<file path="src/rtl/iowp_pkg.sv">
// Shared types and constants of the I/O port memory watchpoint unit.
package iowp_pkg;

    localparam int WATCH_SLOTS = 16;
    localparam int SLOT_W      = (WATCH_SLOTS > 1) ? $clog2(WATCH_SLOTS) : 1;

    localparam int IN_TDATA_W  = 72;
    localparam int OUT_TDATA_W = 24;

    localparam logic [1:0] ACT_PORT_RD = 2'd0;
    localparam logic [1:0] ACT_PORT_WR = 2'd1;
    localparam logic [1:0] ACT_MEM     = 2'd2;

    localparam logic [31:0] PORT_CMD    = 32'h0000_8A00;
    localparam logic [31:0] PORT_DATA   = 32'h0000_8A01;
    localparam logic [3:0]  PORT_LEN    = 4'd2;
    localparam logic [31:0] CMD_ENABLE  = 32'h0000_8A00;
    localparam logic [31:0] CMD_SEL0    = 32'h0000_8A01;
    localparam logic [31:0] CMD_SEL1    = 32'h0000_8A02;
    localparam logic [31:0] CMD_ADD     = 32'h0000_8A80;
    localparam logic [31:0] CMD_DISABLE = 32'h0000_8AFF;
    localparam logic [15:0] READ_ID     = 16'h8A00;
    localparam logic [15:0] LOW_MASK    = 16'hFFFF;

    typedef struct packed {
        logic [31:0] data;
        logic [3:0]  size;
        logic [31:0] addr;
        logic [1:0]  action;
    } t_item;

    typedef struct packed {
        logic [3:0]  area_index;
        logic        hit;
        logic [15:0] read_data;
    } t_res;

    typedef struct packed {
        logic load;
        logic exec;
        logic scan;
        logic emit;
    } t_cmd;

    typedef struct packed {
        logic need_scan;
        logic scan_done;
        logic out_free;
    } t_sts;

endpackage

</file>
<file path="src/rtl/io_port_memory_watchpoint_unit.sv">
// Top level of the I/O port memory watchpoint unit.
// Port accesses pass through the execute and finish states to the result register; memory
// accesses and range stores also scan up to WATCH_SLOTS watch slots (16 by default).
// One item at a time: the next input transfer is taken only after the result of the last
// one is registered, and a stall on the result side holds it off.
// Synchronous active-low reset disables the unit, clears the holding registers and
// marks every watch slot free at once; no clearing pass is needed.
module io_port_memory_watchpoint_unit (
    input  logic                              i_clk,
    input  logic                              i_rst_n,
    input  logic                              s_axis_tvalid,
    output logic                              s_axis_tready,
    // Fields from bit 0: action[1:0], addr[31:0], size[3:0], data[31:0], zero pad.
    input  logic [iowp_pkg::IN_TDATA_W-1:0]   s_axis_tdata,
    output logic                              m_axis_tvalid,
    input  logic                              m_axis_tready,
    // Fields from bit 0: read_data[15:0], hit, area_index[3:0], zero pad.
    output logic [iowp_pkg::OUT_TDATA_W-1:0]  m_axis_tdata
);

    iowp_pkg::t_item w_item;
    iowp_pkg::t_res  w_res;
    iowp_pkg::t_cmd  w_cmd;
    iowp_pkg::t_sts  w_sts;
    logic [iowp_pkg::IN_TDATA_W-$bits(iowp_pkg::t_item)-1:0] w_unused_pad;

    assign w_item       = iowp_pkg::t_item'(s_axis_tdata[$bits(iowp_pkg::t_item)-1:0]);
    assign w_unused_pad = s_axis_tdata[iowp_pkg::IN_TDATA_W-1:$bits(iowp_pkg::t_item)];

    iowp_ctrl u_ctrl (
        .i_clk      (i_clk),
        .i_rst_n    (i_rst_n),
        .i_in_valid (s_axis_tvalid),
        .o_in_ready (s_axis_tready),
        .i_sts      (w_sts),
        .o_cmd      (w_cmd)
    );

    iowp_dp u_dp (
        .i_clk       (i_clk),
        .i_rst_n     (i_rst_n),
        .i_item      (w_item),
        .i_cmd       (w_cmd),
        .o_sts       (w_sts),
        .o_res_valid (m_axis_tvalid),
        .i_res_ready (m_axis_tready),
        .o_res       (w_res)
    );

    assign m_axis_tdata = {(iowp_pkg::OUT_TDATA_W-$bits(iowp_pkg::t_res))'(w_unused_pad & '0),
                           w_res};

endmodule

</file>
<file path="src/rtl/iowp_ctrl.sv">
// Controller state machine that sequences decode, slot scan and result hand-off.
module iowp_ctrl (
    input  logic            i_clk,
    input  logic            i_rst_n,
    input  logic            i_in_valid,
    output logic            o_in_ready,
    input  iowp_pkg::t_sts  i_sts,
    output iowp_pkg::t_cmd  o_cmd
);

    localparam logic [1:0] ST_IDLE   = 2'd0;
    localparam logic [1:0] ST_EXEC   = 2'd1;
    localparam logic [1:0] ST_SCAN   = 2'd2;
    localparam logic [1:0] ST_FINISH = 2'd3;

    logic [1:0] r_state;
    logic [1:0] n_state;

    always_comb begin
        n_state = r_state;
        case (r_state)
            ST_IDLE: begin
                if (i_in_valid) begin
                    n_state = ST_EXEC;
                end
            end
            ST_EXEC: begin
                n_state = i_sts.need_scan ? ST_SCAN : ST_FINISH;
            end
            ST_SCAN: begin
                if (i_sts.scan_done) begin
                    n_state = ST_FINISH;
                end
            end
            ST_FINISH: begin
                if (i_sts.out_free) begin
                    n_state = ST_IDLE;
                end
            end
            default: begin
                n_state = ST_IDLE;
            end
        endcase
    end

    always_ff @(posedge i_clk) begin
        if (!i_rst_n) begin
            r_state <= ST_IDLE;
        end else begin
            r_state <= n_state;
        end
    end

    assign o_in_ready = (r_state == ST_IDLE);
    assign o_cmd.load = (r_state == ST_IDLE) && i_in_valid;
    assign o_cmd.exec = (r_state == ST_EXEC);
    assign o_cmd.scan = (r_state == ST_SCAN);
    assign o_cmd.emit = (r_state == ST_FINISH) && i_sts.out_free;

endmodule

</file>
<file path="src/rtl/iowp_dp.sv">
// Datapath with holding registers, watch slots, slot scan and result register.
module iowp_dp (
    input  logic            i_clk,
    input  logic            i_rst_n,
    input  iowp_pkg::t_item i_item,
    input  iowp_pkg::t_cmd  i_cmd,
    output iowp_pkg::t_sts  o_sts,
    output logic            o_res_valid,
    input  logic            i_res_ready,
    output iowp_pkg::t_res  o_res
);

    iowp_pkg::t_item r_item;
    logic [31:0]     r_last;
    logic [31:0]     r_pair_lo;
    logic [31:0]     r_pair_hi;
    logic            r_enabled;
    logic            n_enabled;
    logic            r_sel;
    logic            n_sel;
    logic [31:0]     r_hold0;
    logic [31:0]     n_hold0;
    logic [31:0]     r_hold1;
    logic [31:0]     n_hold1;
    logic [iowp_pkg::WATCH_SLOTS-1:0] r_used;
    logic [31:0]     r_start [iowp_pkg::WATCH_SLOTS];
    logic [31:0]     r_end   [iowp_pkg::WATCH_SLOTS];
    logic [iowp_pkg::SLOT_W-1:0] r_idx;
    logic [15:0]     r_rd;
    logic            r_hit;
    logic [3:0]      r_area;
    logic            r_ovalid;
    iowp_pkg::t_res  r_out;

    logic w_cmd_port;
    logic w_dat_port;
    logic w_is_add;
    logic w_is_mem;
    logic w_mem_match;
    logic w_found;
    logic w_last_slot;
    logic [31:0] w_start;
    logic [31:0] w_end;

    assign w_cmd_port = (r_item.action == iowp_pkg::ACT_PORT_WR)
                     && (r_item.addr == iowp_pkg::PORT_CMD)
                     && (r_item.size == iowp_pkg::PORT_LEN);
    assign w_dat_port = (r_item.action == iowp_pkg::ACT_PORT_WR)
                     && (r_item.addr == iowp_pkg::PORT_DATA)
                     && (r_item.size == iowp_pkg::PORT_LEN);
    assign w_is_add   = w_cmd_port && r_enabled && (r_item.data == iowp_pkg::CMD_ADD);
    assign w_is_mem   = (r_item.action == iowp_pkg::ACT_MEM) && r_enabled;

    assign w_start     = r_start[r_idx];
    assign w_end       = r_end[r_idx];
    assign w_mem_match = r_used[r_idx] && (r_last >= w_start) && (r_item.addr < w_end);
    assign w_found     = w_is_mem ? w_mem_match : !r_used[r_idx];
    assign w_last_slot = (r_idx == iowp_pkg::SLOT_W'(iowp_pkg::WATCH_SLOTS - 1));

    assign o_sts.need_scan = w_is_mem || w_is_add;
    assign o_sts.scan_done = w_found || w_last_slot;
    assign o_sts.out_free  = !r_ovalid || i_res_ready;

    always_comb begin
        n_enabled = r_enabled;
        n_sel     = r_sel;
        n_hold0   = r_hold0;
        n_hold1   = r_hold1;
        if (w_dat_port) begin
            if (r_sel) begin
                n_hold1 = {r_hold1[15:0], r_item.data[15:0] & iowp_pkg::LOW_MASK};
            end else begin
                n_hold0 = {r_hold0[15:0], r_item.data[15:0] & iowp_pkg::LOW_MASK};
            end
        end
        if (w_cmd_port) begin
            if (!r_enabled) begin
                if (r_item.data == iowp_pkg::CMD_ENABLE) begin
                    n_enabled = 1'b1;
                    n_hold0   = '0;
                    n_hold1   = '0;
                end
            end else begin
                case (r_item.data)
                    iowp_pkg::CMD_SEL0: begin
                        n_sel = 1'b0;
                    end
                    iowp_pkg::CMD_SEL1: begin
                        n_sel = 1'b1;
                    end
                    iowp_pkg::CMD_ADD: begin
                        n_sel   = 1'b0;
                        n_hold0 = '0;
                        n_hold1 = '0;
                    end
                    iowp_pkg::CMD_DISABLE: begin
                        n_enabled = 1'b0;
                    end
                    default: begin
                        n_sel = r_sel;
                    end
                endcase
            end
        end
    end

    always_ff @(posedge i_clk) begin
        if (!i_rst_n) begin
            r_enabled <= 1'b0;
            r_sel     <= 1'b0;
            r_hold0   <= '0;
            r_hold1   <= '0;
            r_used    <= '0;
            r_ovalid  <= 1'b0;
        end else begin
            if (i_cmd.exec) begin
                r_enabled <= n_enabled;
                r_sel     <= n_sel;
                r_hold0   <= n_hold0;
                r_hold1   <= n_hold1;
            end
            if (i_cmd.scan && !w_is_mem && !r_used[r_idx]) begin
                r_used[r_idx] <= (r_pair_lo != '0) || (r_pair_hi != '0);
            end
            if (i_cmd.emit) begin
                r_ovalid <= 1'b1;
            end else if (i_res_ready) begin
                r_ovalid <= 1'b0;
            end
        end
    end

    always_ff @(posedge i_clk) begin
        if (i_cmd.load) begin
            r_item <= i_item;
        end
        if (i_cmd.exec) begin
            r_last    <= r_item.addr + 32'(r_item.size) - 32'd1;
            r_pair_lo <= r_hold0;
            r_pair_hi <= r_hold1;
            r_idx     <= '0;
            r_hit     <= 1'b0;
            r_area    <= '0;
            r_rd      <= ((r_item.action == iowp_pkg::ACT_PORT_RD) && r_enabled)
                         ? iowp_pkg::READ_ID : 16'd0;
        end
        if (i_cmd.scan) begin
            if (w_is_mem && w_mem_match) begin
                r_hit  <= 1'b1;
                r_area <= 4'(r_idx);
            end
            if (!w_is_mem && !r_used[r_idx]) begin
                r_start[r_idx] <= r_pair_lo;
                r_end[r_idx]   <= r_pair_hi;
            end
            if (!w_found && !w_last_slot) begin
                r_idx <= r_idx + iowp_pkg::SLOT_W'(1);
            end
        end
        if (i_cmd.emit) begin
            r_out.read_data  <= r_rd;
            r_out.hit        <= r_hit;
            r_out.area_index <= r_area;
        end
    end

    assign o_res_valid = r_ovalid;
    assign o_res       = r_out;

endmodule

</file>
<file path="config.mk">
export PLATFORM = sky130hd
export DESIGN_NAME = io_port_memory_watchpoint_unit
export DESIGN_NICKNAME = d
export VERILOG_FILES = /design/src/rtl/iowp_pkg.sv /design/src/rtl/io_port_memory_watchpoint_unit.sv /design/src/rtl/iowp_ctrl.sv /design/src/rtl/iowp_dp.sv
export SDC_FILE = /design/constraint.sdc
export NUM_CORES = 1
export LEC_CHECK = 0
export ABC_AREA = 1
export BUFFER_PORTS_ARGS = -buffer_cell sky130_fd_sc_hd__buf_2
export CORE_MARGIN = 2
export CORE_UTILIZATION = 50
export DETAILED_ROUTE_END_ITERATION = 7
export HOLD_SLACK_MARGIN = 0.06
export PLACE_DENSITY = 0.72
export SYNTH_ARGS = -nofsm -noshare
export SYNTH_HDL_FRONTEND = slang
export SYNTH_SLANG_ARGS = --single-unit
</file>
<file path="constraint.sdc">
create_clock -name i_clk -period 10.3 [get_ports i_clk]
set_input_delay 1.03 -clock i_clk [delete_from_list [all_inputs] [get_ports i_clk]]
set_output_delay 1.03 -clock i_clk [all_outputs]
set_load 0.02 [all_outputs]
</file>
==> metrics <==
run status completed; Worst Tran Pin Value 1.08 ns; clock skew 0.0322 ns; number of diodes 0; ANT nets after route 0; FMAX 186 MHz; Vias/cell 6.01; register area share after synthesis 0.721; RD Place Congestion 0.893; Post-synth ARST share 0; CP Data Required Time 10.91 ns; clk slew on worst S/H paths 0.07 ns; core area 104,000 µm²; I/O Buffers 83; Core Util, Final 0.558; hold violation total from the final report 0; Initial Util 0.506; synth cell count leaders edfxtp_1 (1,197), nor2_1 (589), o21ai_0 (557); Max Cap Viol 0; Top delay family on crit path buffers and inverters; Clock Sinks 1,291; final wirelength 130 mm; Post-DP HPWL 71.7 mm; H-tree depth 3; Final Cycle Share 0.522; Root Buffer clkbuf_16; Avg Inst Size Synth 12.9 µm²; CTS Buf Count 121; DIE WIDTH 328 µm; P&R area growth vs syn 10.4%; Slowest-stage cell, CP dfxtp_4; CTS tree done; post-synth cell types 60; critical path endpoint category register; routed len/inst 23.4 µm; Peak VDD IR 245 µV; Sum Neg Setup Slack 0 ns; Clk Latency, worst-skew pair 0.73 ns; Max-slew headroom 0.278; Post-DP Area 54,100 µm²; Slew Limit Fails 0; Seq cells post-synth 1,291; row count 118; Tmin final 5.38 ns; clk buf depth 3; top cells by area, synth edfxtp_1 (68%), o21ai_0 (5.3%), nor2_1 (4.2%); Post-Syn Area 52,500 µm²; Synth area leader edfxtp_1; First-pass DRT Iterations 6; hold_buf cts 0; # DRC 0; Hold WC Path Type register to register; Final Net Count 4,273; count leader, synth edfxtp_1; Yosys top cell area share 0.685; PD cells 256 nW/µm²; Setup CP Type register to register; Die Y 328 µm; crit-path most repeated cell nand2_1; overall power 0.0148 W; crit path cell chain buf_4 > buf_4 > o21ai_0 > o22ai_1 > a22o_1 > a221oi_1 > ha_1 > a21oi_1 > o21ai_0 > nand2_1 > o2111ai_1 > nor3_1 > nand2_1 > inv_1 > nand2_1 > nand2_1 > nand3_1 > nand2_1 > nor2_1; Setup Viol. Count Final 0; largest net degree at the start of global routing 224; DR iter-0 viols 4,451; vias in the first global route 30.7k; Finished Cell Area 57,900 µm²; Tot GR Track Use 0.238; Critical Path AT 5.99 ns; EDFF count, synth 1,197; via count 33.4k; global route total overflow 0; Leak 20.0 nW; Main synth FF type edfxtp_1; startpoint class of the critical path register; Synth warnings 0; initial antenna violation count 1; DIE AREA 108,000 µm²; CP Max Fanout 75; Syn Inst Count 4,069; IO Count 102; CP Buf/Inv Count 3; Post-CTS Setup Bufs 0; first-pass GRT wire length 192 mm; post-cts sizing count 0; unrepaired setup endpoints after global routing no; Critical Path Max Stage Delay 0.82 ns; share of layout cells above drive strength 1 0.0890
-- layout by cell type, fill, tap and decap left out, drive strengths merged, types with 25 or more instances in the layout --
cell	n
nand2	280
edfxtp	1197
dfxtp	94
nor3	41
nor2	593
buf	125
inv	196
a22o	62
clkinv	64
a21oi	158
a221oi	65
clkbuf	147
o22ai	253
xor2	25
o21ai	567
ha	119
nand3	38
-- final timing paths --
path                         startpoint                              to  slack (ns)  cells past startpoint
setup / recovery  u_dp.r_idx[1]$_DFF_P_  u_ctrl.r_state[1]$_SDFFE_PN0P_        4.92                     19
hold / removal       u_dp.r_hit$_DFF_P_        u_dp.o_res[16]$_DFFE_PP_        0.44                      0
setup reg to reg  u_dp.r_idx[1]$_DFF_P_  u_ctrl.r_state[1]$_SDFFE_PN0P_        4.92                     19
hold reg to reg      u_dp.r_hit$_DFF_P_        u_dp.o_res[16]$_DFFE_PP_        0.44                      0
-- layout make-up --
| type | instances | area (µm²) |
|---|---|---|
| Clock inverter | 80 | 669 |
| Multi-Input combinational cell | 2343 | 12900 |
| Timing Repair Buffer | 125 | 793 |
| Inverter | 195 | 790 |
| Tap cell | 1380 | 1730 |
| Fill cell | 8124 | 45900 |
| Clock buffer | 147 | 3190 |
| Sequential cell | 1291 | 37800 |
-- report_power, final --
| part | internal (W) | leakage, nW | switching (W) |
|---|---|---|---|
| Combinational | 0.00112 | 6.45 | 0.00235 |
| Clock | 0.00242 | 1.90 | 0.00193 |
| Sequential | 0.00646 | 11.7 | 0.000561 |
| Total | 0.0100 | 20.0 | 0.00484 |
-- metrics by stage --
step	setup WS (ns)	hold WS [ns]	cells
floorplan	6.44	0.400	4084
CTS	4.95	0.437	5561
finish	4.92	0.436	5561
global placement	5.02	0.421	5334
detailed placement	4.99	0.424	5334
global route	4.54	0.442	5561
-- metal layers --
metal | track usage | wire length (µm)
met1 | 0.348 | 54000
met4 | 0.0692 | 3480
met5 | 0 | 0
met2 | 0.369 | 59400
met3 | 0.0401 | 13100
-- sequential cells by signal, indices dropped and copies added (netlist names), 6 cells and up --
name / cells
u_dp.r_pair_lo: 32
u_dp.r_used: 16
u_dp.r_pair_hi: 32
u_dp.o_res: 6
u_dp.r_item: 70
u_dp.r_end: 512
u_dp.r_hold1: 32
u_dp.r_last: 32
u_dp.r_start: 512
u_dp.r_hold0: 32
-- cell families after synthesis --
| logic type | synth area share |
|---|---|
| flops | 0.721 |
| compound gates | 0.125 |
| simple gates | 0.0770 |
| buf+inv | 0.0347 |
| fa+ha+maj | 0.0288 |
| mux | 0.00827 |
| xor+xnor | 0.00501 |
| other cells | 0.0000715 |
Note: power is estimated with default switching activity, not from simulation.
